`config.mk`:
```
export PLATFORM = sky130hd
export DESIGN_NAME = rsch_row
export DESIGN_NICKNAME = d
export VERILOG_FILES = /design/src/hdl/rsch_pkg.sv /design/src/hdl/rsch_cell.sv /design/src/hdl/rsch_row.sv
export SDC_FILE = /design/constraint.sdc
export NUM_CORES = 1
export LEC_CHECK = 0
export ABC_AREA = 1
export BUFFER_PORTS_ARGS = -buffer_cell sky130_fd_sc_hd__buf_2
export CAP_MARGIN = 0
export CORE_MARGIN = 10
export CORE_UTILIZATION = 50
export DETAILED_ROUTE_END_ITERATION = 8
export GPL_ROUTABILITY_DRIVEN = 0
export PLACE_DENSITY = 0.8
export SYNTH_ARGS = -nofsm -noshare
export SYNTH_HDL_FRONTEND = slang
export SYNTH_SLANG_ARGS = --single-unit
export TNS_END_PERCENT = 10
```
`constraint.sdc`:
```
create_clock -name clock -period 99 [get_ports clock]
set_clock_uncertainty 0.1 [all_clocks]
set_input_delay 9.9 -clock clock [delete_from_list [all_inputs] [get_ports clock]]
set_output_delay 9.9 -clock clock [all_outputs]
set_load 0.01 [all_outputs]
```
`src/hdl/rsch_pkg.sv`:
```
// Package for the ray/sphere closest-hit block: widths, opcodes, sequencer states
// and the row control struct type, plus a saturation function. No dependencies.
package rsch_pkg;

   localparam int DefMaxSpheres = 64;
   localparam int DefCoordBits  = 32;
   localparam int CountW        = 7;
   localparam int SlotW         = 6;
   localparam int RadW          = 31;
   localparam int ValW          = 32;
   localparam int ProdW         = 72;   // exact dot products of 33-bit terms
   localparam int DiscW         = 148;  // b^2 - 4ac
   localparam int RootW         = 74;   // floor(sqrt(disc))
   localparam int NumW          = 96;   // (-b +/- s) * 2^16
   localparam int DenW          = 74;   // 2a
   localparam int QuoW          = 34;   // quotient bits kept before saturation
   localparam int MulW          = 36;   // width of one shared multiplier operand

   localparam logic OpLoad = 1'b0;
   localparam logic OpCast = 1'b1;

   localparam logic [1:0] CsrCount = 2'd0;

   typedef enum logic [3:0] {
      SEQ_IDLE,
      SEQ_READ,
      SEQ_DOTS,
      SEQ_DISC,
      SEQ_SQRT,
      SEQ_DIV1,
      SEQ_DIV2,
      SEQ_NEXT,
      SEQ_DONE
   } seq_state_type;

   // Control from the sequencer to the bit-serial cell row.
   typedef struct packed {
      logic load;    // load a new operand set into the row
      logic shift;   // advance the row by one or two bit positions
   } row_ctrl_type;

   // Saturate a signed wide value to the signed 32-bit range.
   function automatic logic [ValW-1:0] sat32(input logic signed [QuoW:0] v);
      logic signed [QuoW:0] hi;
      logic signed [QuoW:0] lo;
      hi = (QuoW+1)'(32'sh7fffffff);
      lo = -(QuoW+1)'(33'sh080000000);
      if (v > hi) begin
         return 32'h7fffffff;
      end else if (v < lo) begin
         return 32'h80000000;
      end
      return v[ValW-1:0];
   endfunction

endpackage

```
`src/hdl/rsch_cell.sv`:
```
// One cell of the restoring subtract row: one radix-2 digit of a shared
// remainder. Depends on rsch_pkg.
module rsch_cell (
   input  logic clock,
   input  logic reset,
   input  rsch_pkg::row_ctrl_type ctrl,
   input  logic rem_bit_in,     // bit shifted in from the lower neighbour
   input  logic init_bit,
   input  logic sub_bit,        // bit of the subtrahend at this position
   input  logic borrow_in,
   input  logic take,           // commit the subtraction this cycle
   output logic rem_bit,
   output logic diff_bit,
   output logic borrow_out
);
   import rsch_pkg::*;

   logic rem_ff;
   logic rem_in;

   // Trial subtraction of the subtrahend from the shifted remainder.
   assign diff_bit   = rem_bit_in ^ sub_bit ^ borrow_in;
   assign borrow_out = (~rem_bit_in & (sub_bit | borrow_in)) | (sub_bit & borrow_in);
   assign rem_bit    = rem_ff;

   always_comb begin
      rem_in = rem_ff;
      if (ctrl.load) begin
         rem_in = init_bit;
      end else if (ctrl.shift) begin
         rem_in = take ? diff_bit : rem_bit_in;
      end
   end

   always_ff @(posedge clock) begin
      if (reset) begin
         rem_ff <= 1'b0;
      end else begin
         rem_ff <= rem_in;
      end
   end

endmodule

```
`src/hdl/rsch_row.sv`:
```
// Row of rsch_cell: a shift-and-subtract unit for the square root and divide.
// Depends on rsch_pkg and rsch_cell.
module rsch_row #(
   parameter int W = 160
) (
   input  logic clock,
   input  logic reset,
   input  rsch_pkg::row_ctrl_type ctrl,
   input  logic [W-1:0] init,
   input  logic [1:0]   feed,       // bottom bits: both (sqrt), feed[1] (divide)
   input  logic         two_bits,   // shift by two (square root) or one (divide)
   input  logic [W-1:0] sub,
   output logic [W-1:0] rem,
   output logic         fits
);
   import rsch_pkg::*;

   logic [W-1:0] shifted;
   logic [W-1:0] diff;
   logic [W:0]   borrow;

   // Shift in one or two bits at the low end; the cells hold the remainder.
   assign shifted = two_bits ? {rem[W-3:0], feed} : {rem[W-2:0], feed[1]};
   assign borrow[0] = 1'b0;
   assign fits = ~borrow[W];

   for (genvar i = 0; i < W; i++) begin : g_cell
      rsch_cell u_cell (
         .clock      (clock),
         .reset      (reset),
         .ctrl       (ctrl),
         .rem_bit_in (shifted[i]),
         .init_bit   (init[i]),
         .sub_bit    (sub[i]),
         .borrow_in  (borrow[i]),
         .take       (~borrow[W]),
         .rem_bit    (rem[i]),
         .diff_bit   (diff[i]),
         .borrow_out (borrow[i+1])
      );
   end

endmodule

```
==> reports/results.ini, run 1 <==
[critical_path]
cp_slowest_cell = buf_4
cpMostUsedCell = fa_1
start_kind = input port
critPathMaxStageDelay_ns = 0.65
cp_max_fo = 77
arrival_ns = 76.92
regToRegEndpoint = g_cell[15].u_cell.rem_bit
path_class = in2out
critPathCaptureType = primary output
r2r_setup_slack_ns = 31.02
worst_ep_required_time_ns = 89.00
reg2reg_depth = 169
worstReg2RegStart = g_cell[0].u_cell.rem_bit

[power_and_ir_drop]
cellPowerDensity_mw_per_mm2 = 14.3
power_leakage_uw = 0.00744
ir_drop_uv = 7.49

[floorplanning]
die_w_um = 188
die_area_mm2 = 0.0353
ioPinCount = 488
coreArea_mm2 = 0.0278
rows = 61
floorplan.initialDensity_pct = 50.7
die_y_um = 188

[logic_synthesis]
synth_top_area_share_pct = 22.8
synth_nets = 2345
async_flop_share_pct = 0
yosys_register_bits = 160
synth_ff_type = dfxtp_1
synth-simple-area-share_pct = 14.0
yosys-top-cells-count = nand2_1, a21oi_1, buf_4
avgSynthCellArea_um2 = 7.57
synth_area_mm2 = 0.0141
synth.mux.area_fraction_pct = 0
ys_seq_area_share_pct = 22.8
synth_top_family_by_area = compound AO/OA/AOI/OAI gates
synthAdderAreaFrac_pct = 22.7
synth_edf_count = 0
synth_largest_area_cell = dfxtp_1
yosysWarnings = 0
synth_compound_area_share_pct = 24.9
synthTopCellsByArea = dfxtp_1, fa_1, nand2_1, a21oi_1, buf_4
yosysMostFrequentCell = nand2_1
synthXorXnorAreaFrac_pct = 0
ys_types = 19
syn_inst = 1858

[global_routing]
grt_pass1_wl_um = 91200
antenna_found_initial = 38
grt_overflow = 0
gr-usage-all-layers_pct = 33.5
grt_pass1_vias = 14400
grt_max_degree = 109

[cts]
clock_latency_ns = 0.45
cts_max_level = 4
clock_path_buffers = 2
numCtsBuffers = 17
path_clk_slew_ns = 0.07
root_buffer = clkbuf_16
cts_setup_buffers = 0
cts_tree = done
ctsResizeCount = 0
clock-sinks = 160
holdBufCountCts = 0

[routing]
drtIter0Drc = 1578
firstDrtPassIters = 6
drc = 0
wire_per_inst_um = 24.4
ant_nets = 0
wl_um = 61200
viasPerCell = 5.92
vias = 14800

[timing]
hold_viol = 0
worst_slew_pin_slew_ns = 1.23
max_freq_mhz = 11.5
period_minus_slack_ns = 86.92
slew_viol_final = 0
rsz0062_at_grt = no
finalSetupTns_ns = 0
fin_crit_sh_pct = 87.8
setup_slack_ns = 12.08
slew_headroom_pct = 17.8
finalSetupViolations = 0

[min_path]
whs_endpoint = g_cell[5].u_cell.rem_bit
min-delay-start = g_cell[5].u_cell.rem_bit
hold_depth = 2
hold_path.class = reg2reg

[final_layout]
drive_gt1_share_pct = 25.7
area_growth_pct = 13.5
seqCellArea_mm2 = 0.00320
multiInputGateArea_mm2 = 0.00870
fin_nets = 2563
largest_reg_flops = 160
fillerInstances = 2653

[placement]
numPortBuffers = 487
pre_cts_ws_ns = 12.43
dp_hpwl_um = 47900

[run_status]
run_status = completed

[job]
maxCapViolCount = 0

## worst max path at each step
stage | endpoint | slack [ns] | start
floorplan | fits | 18.15 | two_bits
global placement | fits | 13.60 | two_bits
detailed placement | fits | 12.43 | two_bits
CTS | fits | 12.32 | two_bits
global route | fits | 10.49 | two_bits
finish | fits | 12.08 | two_bits
## per-stage QoR
stage	area, µm²	total power, µW	hold WS, ns	utilization [%]	instances
floorplan	14100	133	0.365	-	1858
global placement	15300	154	0.385	55.0	2435
detailed placement	15300	157	0.384	55.0	2435
CTS	15900	227	0.395	57.2	2466
global route	15900	241	0.432	57.4	2490
finish	16000	228	0.402	57.5	2503
## area by class of cell
| type | count | area share, % |
|---|---|---|
| Antenna cell | 37 | 0.580 |
| Clock buffer | 21 | 3.01 |
| Clock inverter | 10 | 0.791 |
| Inverter | 90 | 2.19 |
| Multi-Input combinational cell | 1308 | 54.5 |
| Sequential cell | 160 | 20.1 |
| Tap cell | 378 | 2.96 |
| Timing Repair Buffer | 499 | 15.9 |
## worst max-delay path, delay by kind of cell
| family | cells | cell delay [ns] |
|---|---|---|
| compound gates | 1 | 0.12 |
| fa+ha+maj | 160 | 64.95 |
| buf+inv | 5 | 1.72 |
| simple gates | 1 | 0.14 |
## routing by layer
| layer | vias up | GRT usage, % | routed length (µm) |
|---|---|---|---|
| met5 | - | 0 | 118 |
| met4 | 18 | 20.8 | 4090 |
| met3 | 217 | 11.1 | 7470 |
| met2 | 1076 | 52.8 | 28200 |
| met1 | 6980 | 38.9 | 21300 |
| li1 | 6518 | - | - |
## layout by cell type, fill, tap and decap left out, drive strengths merged
cell type | Yosys | routed
clkbuf | 77 | 21
dfxtp | 160 | 160
clkinv | 1 | 7
o21ai | 155 | 155
nor2 | 23 | 23
nand3 | 5 | 5
bufinv | 0 | 2
diode | 0 | 37
a22oi | 155 | 155
a21oi | 314 | 314
ha | 1 | 1
inv | 89 | 91
buf | 223 | 499
nand2 | 496 | 496
fa | 159 | 159
## power by group
group | switching [µW] | internal (µW)
combinational | 50.1 | 31.3
sequential | 6.56 | 69.7
clock | 30.5 | 40.1
total | 87.1 | 141
## cell families (layout without fill, tap and decap cells)
family / Yosys count / in the layout
buf+inv: 390 / 620
simple gates: 524 / 524
compound gates: 624 / 624
fa+ha+maj: 160 / 160
other cells: 0 / 37
flops: 160 / 160
Note: power is estimated with default switching activity, not from simulation.
==> inputs of run 2 (changes only) <==
--- a/config.mk
+++ b/config.mk
@@ -5,14 +5,13 @@
 export SDC_FILE = /design/constraint.sdc
 export NUM_CORES = 1
 export LEC_CHECK = 0
-export ABC_AREA = 1
 export BUFFER_PORTS_ARGS = -buffer_cell sky130_fd_sc_hd__buf_2
 export CAP_MARGIN = 0
 export CORE_MARGIN = 10
 export CORE_UTILIZATION = 50
 export DETAILED_ROUTE_END_ITERATION = 8
 export GPL_ROUTABILITY_DRIVEN = 0
-export PLACE_DENSITY = 0.8
+export PLACE_DENSITY = 0.78
 export SYNTH_ARGS = -nofsm -noshare
 export SYNTH_HDL_FRONTEND = slang
 export SYNTH_SLANG_ARGS = --single-unit
==> run 2 against run 1 <==
  * Sequential share of layout area down 2.1 points
  * Power up 2.7%
  * Maximum frequency is 0.45% lower
  * Register-to-register slack got worse by 1.5 ns
==> reports/results.ini, run 2 <==
[run_status]
run_status = completed

[logic_synthesis]
synth_edf_count = 0  ; unchanged
ys_types = 20  ; +1
synth_largest_area_cell = dfxtp_1
synth_nets = 2247  ; -4.2%
avgSynthCellArea_um2 = 9.14  ; +21%
ys_seq_area_share_pct = 19.9  ; -2.8 points
synth_ff_type = dfxtp_1
synthTopCellsByArea = dfxtp_1, fa_1, mux2i_1, a41o_1, or3b_1
synth_area_mm2 = 0.0161  ; +14%
async_flop_share_pct = 0  ; unchanged
yosys_register_bits = 160  ; unchanged
yosysMostFrequentCell = nand2_1
syn_inst = 1760  ; -5.3%
yosysWarnings = 0  ; unchanged
yosys-top-cells-count = nand2_1, buf_4, a21oi_1, dfxtp_1, mux2i_1
synth_top_area_share_pct = 19.9  ; -2.8 points

[power_and_ir_drop]
sequentialPowerShare_pct = 33.2  ; -0.2 points
p_sw_share_pct = 37.3  ; -0.88 points
comb_power_share_pct = 35.4  ; -0.3 points
cellPowerDensity_mw_per_mm2 = 13.1  ; -8.3%
p_sw_uw = 87.4  ; +0.34%
power_uw = 234  ; +2.7%
ir_drop_uv = 14.4  ; +92%
power.internal_uw = 147  ; +4.2%
p_clk_share_pct = 31.5  ; +0.6 points
power_leakage_uw = 0.00876  ; +18%

[critical_path]
regToRegEndpoint = g_cell[32].u_cell.rem_bit
cpMostUsedCell = fa_1
r2r_setup_slack_ns = 29.52  ; -1.50 ns
worst_ep_required_time_ns = 89.00  ; about the same
cp_max_fo = 77  ; unchanged
reg2reg_depth = 165  ; -2.4%
arrival_ns = 77.31  ; +0.39 ns
cp_slowest_cell = fa_4
critPathCaptureType = primary output
path_class = in2out
worstReg2RegStart = g_cell[0].u_cell.rem_bit
start_kind = input port
critPathMaxStageDelay_ns = 0.74  ; +0.09 ns
startpoint = two_bits

[floorplanning]
floorplan.initialDensity_pct = 50.8  ; +0.18 points
ioPinCount = 488  ; unchanged
die_area_mm2 = 0.0397  ; +13%
rows = 65  ; +6.6%
coreArea_mm2 = 0.0316  ; +14%
die_w_um = 199  ; +6.2%
die_y_um = 199  ; +6.2%

[timing]
finalSetupViolations = 0  ; unchanged
worst_slew_pin_slew_ns = 1.13  ; -0.0995 ns
slew_viol_final = 0  ; unchanged
hold_viol = 0  ; unchanged
max_freq_mhz = 11.5  ; -0.45%
setup_slack_ns = 11.69  ; -0.389 ns
rsz0062_at_grt = no
period_minus_slack_ns = 87.31  ; +0.389 ns
fin_crit_sh_pct = 88.2  ; +0.39 points
finalSetupTns_ns = 0  ; unchanged
slew_headroom_pct = 24.4  ; +6.6 points

[min_path]
hold_path.class = reg2reg
whs_endpoint = g_cell[159].u_cell.rem_bit
min-delay-start = g_cell[159].u_cell.rem_bit
hold_depth = 3  ; +1

[cts]
root_buffer = clkbuf_16
path_clk_slew_ns = 0.08  ; about the same
holdBufCountCts = 0  ; unchanged
cts_setup_buffers = 0  ; unchanged
cts_max_level = 4  ; unchanged
ctsResizeCount = 0  ; unchanged
clock-sinks = 160  ; unchanged
clock_latency_ns = 0.45  ; about the same
numCtsBuffers = 17  ; unchanged
clock_path_buffers = 2  ; unchanged
cts_tree = done

[routing]
drtIter0Drc = 1682  ; +6.6%
wire_per_inst_um = 29.7  ; +21%
wl_um = 72400  ; +18%
viasPerCell = 6.14  ; +3.8%
drc = 0  ; unchanged
vias = 15000  ; +1.2%
firstDrtPassIters = 5  ; -1
ant_nets = 0  ; unchanged

[final_layout]
finalCoreUtilization_pct = 56.5  ; -0.95 points
fin_cells = 2441  ; -2.5%
layout_commonest_cell = buf_2
fillerInstances = 2862  ; +7.9%
mostFrequentLayoutCells = buf_2, nand2_1, mux2i_1, a21oi_1, dfxtp_1
fin_nets = 2447  ; -4.5%
largest_reg_flops = 160  ; unchanged
area_growth_pct = 11.2
drive_gt1_share_pct = 27.0  ; +1.3 points

[global_routing]
grt_overflow = 0  ; unchanged
grt_pass1_wl_um = 102000  ; +12%
antenna_found_initial = 83  ; +120%
gr-usage-all-layers_pct = 35.4  ; +1.8 points
grt_pass1_vias = 14600  ; +1.1%
grt_max_degree = 153  ; +40%

[placement]
dp.cells = 2343  ; -3.8%
pre_cts_ws_ns = 12.39  ; -0.0410 ns
numPortBuffers = 487  ; unchanged
dp_hpwl_um = 57700  ; +20%

[job]
maxCapViolCount = 0  ; unchanged

[run 2: power groups by stage]
stage	sequential, µW	clock (µW)	combinational, µW
final	77.7	73.7	82.9
after detailed placement	78.7	0	81.5
after floorplan	74.6	0	60.2
after global placement	78.5	0	78.9
after global routing	78.0	75.6	91.4
after CTS	77.2	73.1	82.1
[run 2: worst max-delay path by stage]
stage / end / slack, ns / depth (start not counted)
3_3_place_gp: fits / 13.46 / 164
2_1_floorplan: fits / 18.10 / 164
6_report: fits / 11.69 / 164
3_5_place_dp: fits / 12.39 / 164
4_1_cts: fits / 12.21 / 164
5_1_grt: fits / 10.47 / 164
[run 2: cell type report]
class | count | area [µm²] | share of cell area (%)
multi-input cells | 1280 | 10800 | 60.5
clock buffers | 21 | 470 | 2.63
flip-flops and latches | 160 | 3200 | 17.9
inverters | 2 | 7.51 | 0.0420
well taps | 402 | 503 | 2.81
clock inverters | 11 | 154 | 0.860
repair buffers | 499 | 2560 | 14.3
diodes | 66 | 165 | 0.923
[run 2: critical path, delay by kind of cell]
family	cells	cell delay [ns]
muxes	1	0.19
adders and majority gates	160	66.38
buffers and inverters	3	0.68
[run 2: logic make-up after synthesis]
group,Yosys count,synth area share (%)
compound gates,320,14.9
buf+inv,320,12.8
fa+ha+maj,160,19.9
mux,161,10.1
simple gates,639,22.4
flops,160,19.9
[run 2: layer usage]
metal | vias up | track usage, % | routed length, µm
li1 | 6489 | - | -
met1 | 7313 | 39.0 | 24600
met2 | 921 | 55.2 | 33400
met3 | 226 | 14.1 | 8990
met4 | 36 | 24.3 | 5120
met5 | - | 0 | 241
[run 2: stage by stage]
| step | hold WS [ns] | instance area (µm²) |
|---|---|---|
| after detailed placement | 0.590 | 17100 |
| after global placement | 0.562 | 17100 |
| after CTS | 0.600 | 17700 |
| after global routing | 0.629 | 17800 |
| final | 0.596 | 17900 |
| after floorplan | 0.534 | 16100 |
==> inputs of run 3 (changes only) <==
--- a/config.mk
+++ b/config.mk
@@ -9,9 +9,11 @@
 export CAP_MARGIN = 0
 export CORE_MARGIN = 10
 export CORE_UTILIZATION = 50
+export CTS_BUF_LIST = sky130_fd_sc_hd__clkbuf_16
 export DETAILED_ROUTE_END_ITERATION = 8
 export GPL_ROUTABILITY_DRIVEN = 0
 export PLACE_DENSITY = 0.78
+export SKIP_CTS_REPAIR_TIMING = 1
 export SYNTH_ARGS = -nofsm -noshare
 export SYNTH_HDL_FRONTEND = slang
 export SYNTH_SLANG_ARGS = --single-unit
==> run 3 against run 2 <==
  * Flip-flop and latch count did not move
  * Setup slack gained 0.067 ns
  * Die area unchanged
  * Final cell count hardly changed
  * Core utilization is 0.079 points lower
  * Critical path depth unchanged
  * Via count is essentially flat
  * Register-to-register slack improved by 0.07 ns
  * Non-clock buffer count unchanged
  * Power shrank 1.3%
==> reports/results.ini, run 3 (synthesis results as in run 2) <==
[critical_path]
cp_max_fo = 77  ; unchanged
arrival_ns = 77.24  ; -0.07 ns
worst_ep_required_time_ns = 89.00  ; about the same
cpMostUsedCell = fa_1
startpoint = two_bits
critPathCaptureType = primary output
r2r_setup_slack_ns = 29.59  ; +0.07 ns
cp-endpoint = fits
regToRegEndpoint = g_cell[28].u_cell.rem_bit
path_class = in2out
critPathMaxStageDelay_ns = 0.72  ; -0.02 ns
start_kind = input port
cp_slowest_cell = fa_4
reg2reg_depth = 165  ; unchanged
worstReg2RegStart = g_cell[0].u_cell.rem_bit

[power_and_ir_drop]
ir_drop_uv = 14.3  ; -0.46%
power_uw = 231  ; -1.3%
power_leakage_uw = 0.00875  ; -0.15%
cellPowerDensity_mw_per_mm2 = 12.9  ; -1.2%

[timing]
setup_slack_ns = 11.76  ; +0.0670 ns
rsz0062_at_grt = no
period_minus_slack_ns = 87.24  ; -0.0670 ns
worst_slew_pin_slew_ns = 1.13  ; -0.00778 ns
fin_crit_sh_pct = 88.1  ; about the same
finalSetupViolations = 0  ; unchanged
slew_headroom_pct = 24.9  ; +0.52 points
slew_viol_final = 0  ; unchanged
finalSetupTns_ns = 0  ; unchanged
max_freq_mhz = 11.5  ; about the same
hold_viol = 0  ; unchanged

[cts]
cts_max_level = 4  ; unchanged
root_buffer = clkbuf_16
clock_latency_ns = 0.45  ; about the same
clock_path_buffers = 2  ; unchanged
cts_tree = done
numCtsBuffers = 17  ; unchanged
path_clk_slew_ns = 0.08  ; about the same
clock-sinks = 160  ; unchanged

[final_layout]
largest_reg_flops = 160  ; unchanged
area_growth_pct = 11.1
fillerInstances = 2869  ; +0.24%
drive_gt1_share_pct = 26.9  ; -0.15 points
multiInputGateArea_mm2 = 0.0108  ; unchanged
layout_commonest_cell = buf_2
seqCellArea_mm2 = 0.00320  ; unchanged
mostFrequentLayoutCells = buf_2, nand2_1, mux2i_1, a21oi_1, dfxtp_1
fin_nets = 2447  ; unchanged

[placement]
numPortBuffers = 487  ; unchanged
pre_cts_ws_ns = 12.39  ; unchanged
dp_hpwl_um = 57700  ; unchanged

[routing]
viasPerCell = 6.13  ; -0.16%
drtIter0Drc = 1534  ; -8.8%
wl_um = 72100  ; -0.34%
firstDrtPassIters = 6  ; +1
wire_per_inst_um = 29.5  ; -0.42%
drc = 0  ; unchanged
ant_nets = 0  ; unchanged
vias = 15000  ; -0.080%

[floorplanning]
coreArea_mm2 = 0.0316  ; unchanged
rows = 65  ; unchanged
die_area_mm2 = 0.0397  ; unchanged
floorplan.initialDensity_pct = 50.8  ; unchanged
ioPinCount = 488  ; unchanged
die_w_um = 199  ; unchanged
die_y_um = 199  ; unchanged

[run_status]
run_status = completed

[global_routing]
gr-usage-all-layers_pct = 35.3  ; about the same
grt_max_degree = 153  ; unchanged
antenna_found_initial = 86  ; +3.6%
grt_overflow = 0  ; unchanged
grt_pass1_vias = 14600  ; +0.062%
grt_pass1_wl_um = 102000  ; about the same

[job]
maxCapViolCount = 0  ; unchanged

[min_path]
hold_path.class = reg2reg
min-delay-start = g_cell[159].u_cell.rem_bit

==> run 3: worst min-delay path by stage <==
stage	endpoint	slack, ns	cells after the start
after CTS	g_cell[159].u_cell.rem_bit	0.60	3
after floorplan	g_cell[159].u_cell.rem_bit	0.53	3
final	g_cell[159].u_cell.rem_bit	0.60	3
after global routing	g_cell[159].u_cell.rem_bit	0.63	3
after detailed placement	g_cell[159].u_cell.rem_bit	0.59	3
after global placement	g_cell[159].u_cell.rem_bit	0.56	3
==> run 3: critical path, delay by kind of cell <==
kind / cells / cell delay (ns)
buf+inv: 3 / 0.68
mux: 1 / 0.18
fa+ha+maj: 160 / 66.31
==> run 3: stage by stage <==
step                hold slack [ns]  std cells  util (%)  instance area (µm²)
global route                  0.629       2415      56.2                17800
finish                        0.597       2443      56.5                17900
global placement              0.562       2343      54.0                17100
detailed placement            0.590       2343      54.0                17100
CTS                           0.600       2375      55.9                17700
floorplan                     0.534       1760         -                16100
==> run 3: final cells by class <==
cell class | count | area share, %
diodes | 68 | 0.953
clock buffers | 17 | 2.38
clock inverters | 15 | 0.946
inverters | 2 | 0.0420
multi-input cells | 1280 | 60.6
flip-flops and latches | 160 | 17.9
well taps | 402 | 2.82
repair buffers | 499 | 14.4
==> run 3: report_power, final <==
group          total, µW  switching (µW)  internal [µW]
clock network       70.8            31.2           39.6
registers           77.7            7.96           69.7
logic               82.8            47.7           35.2
total                231            86.8            144
==> run 3: per-layer routing <==
metal,vias up,global-route usage (%),routed length [µm]
met3,212,14.2,9100
met1,7319,38.8,24400
li1,6491,-,-
met4,34,25.0,5140
met2,917,54.9,33300
met5,-,0,229
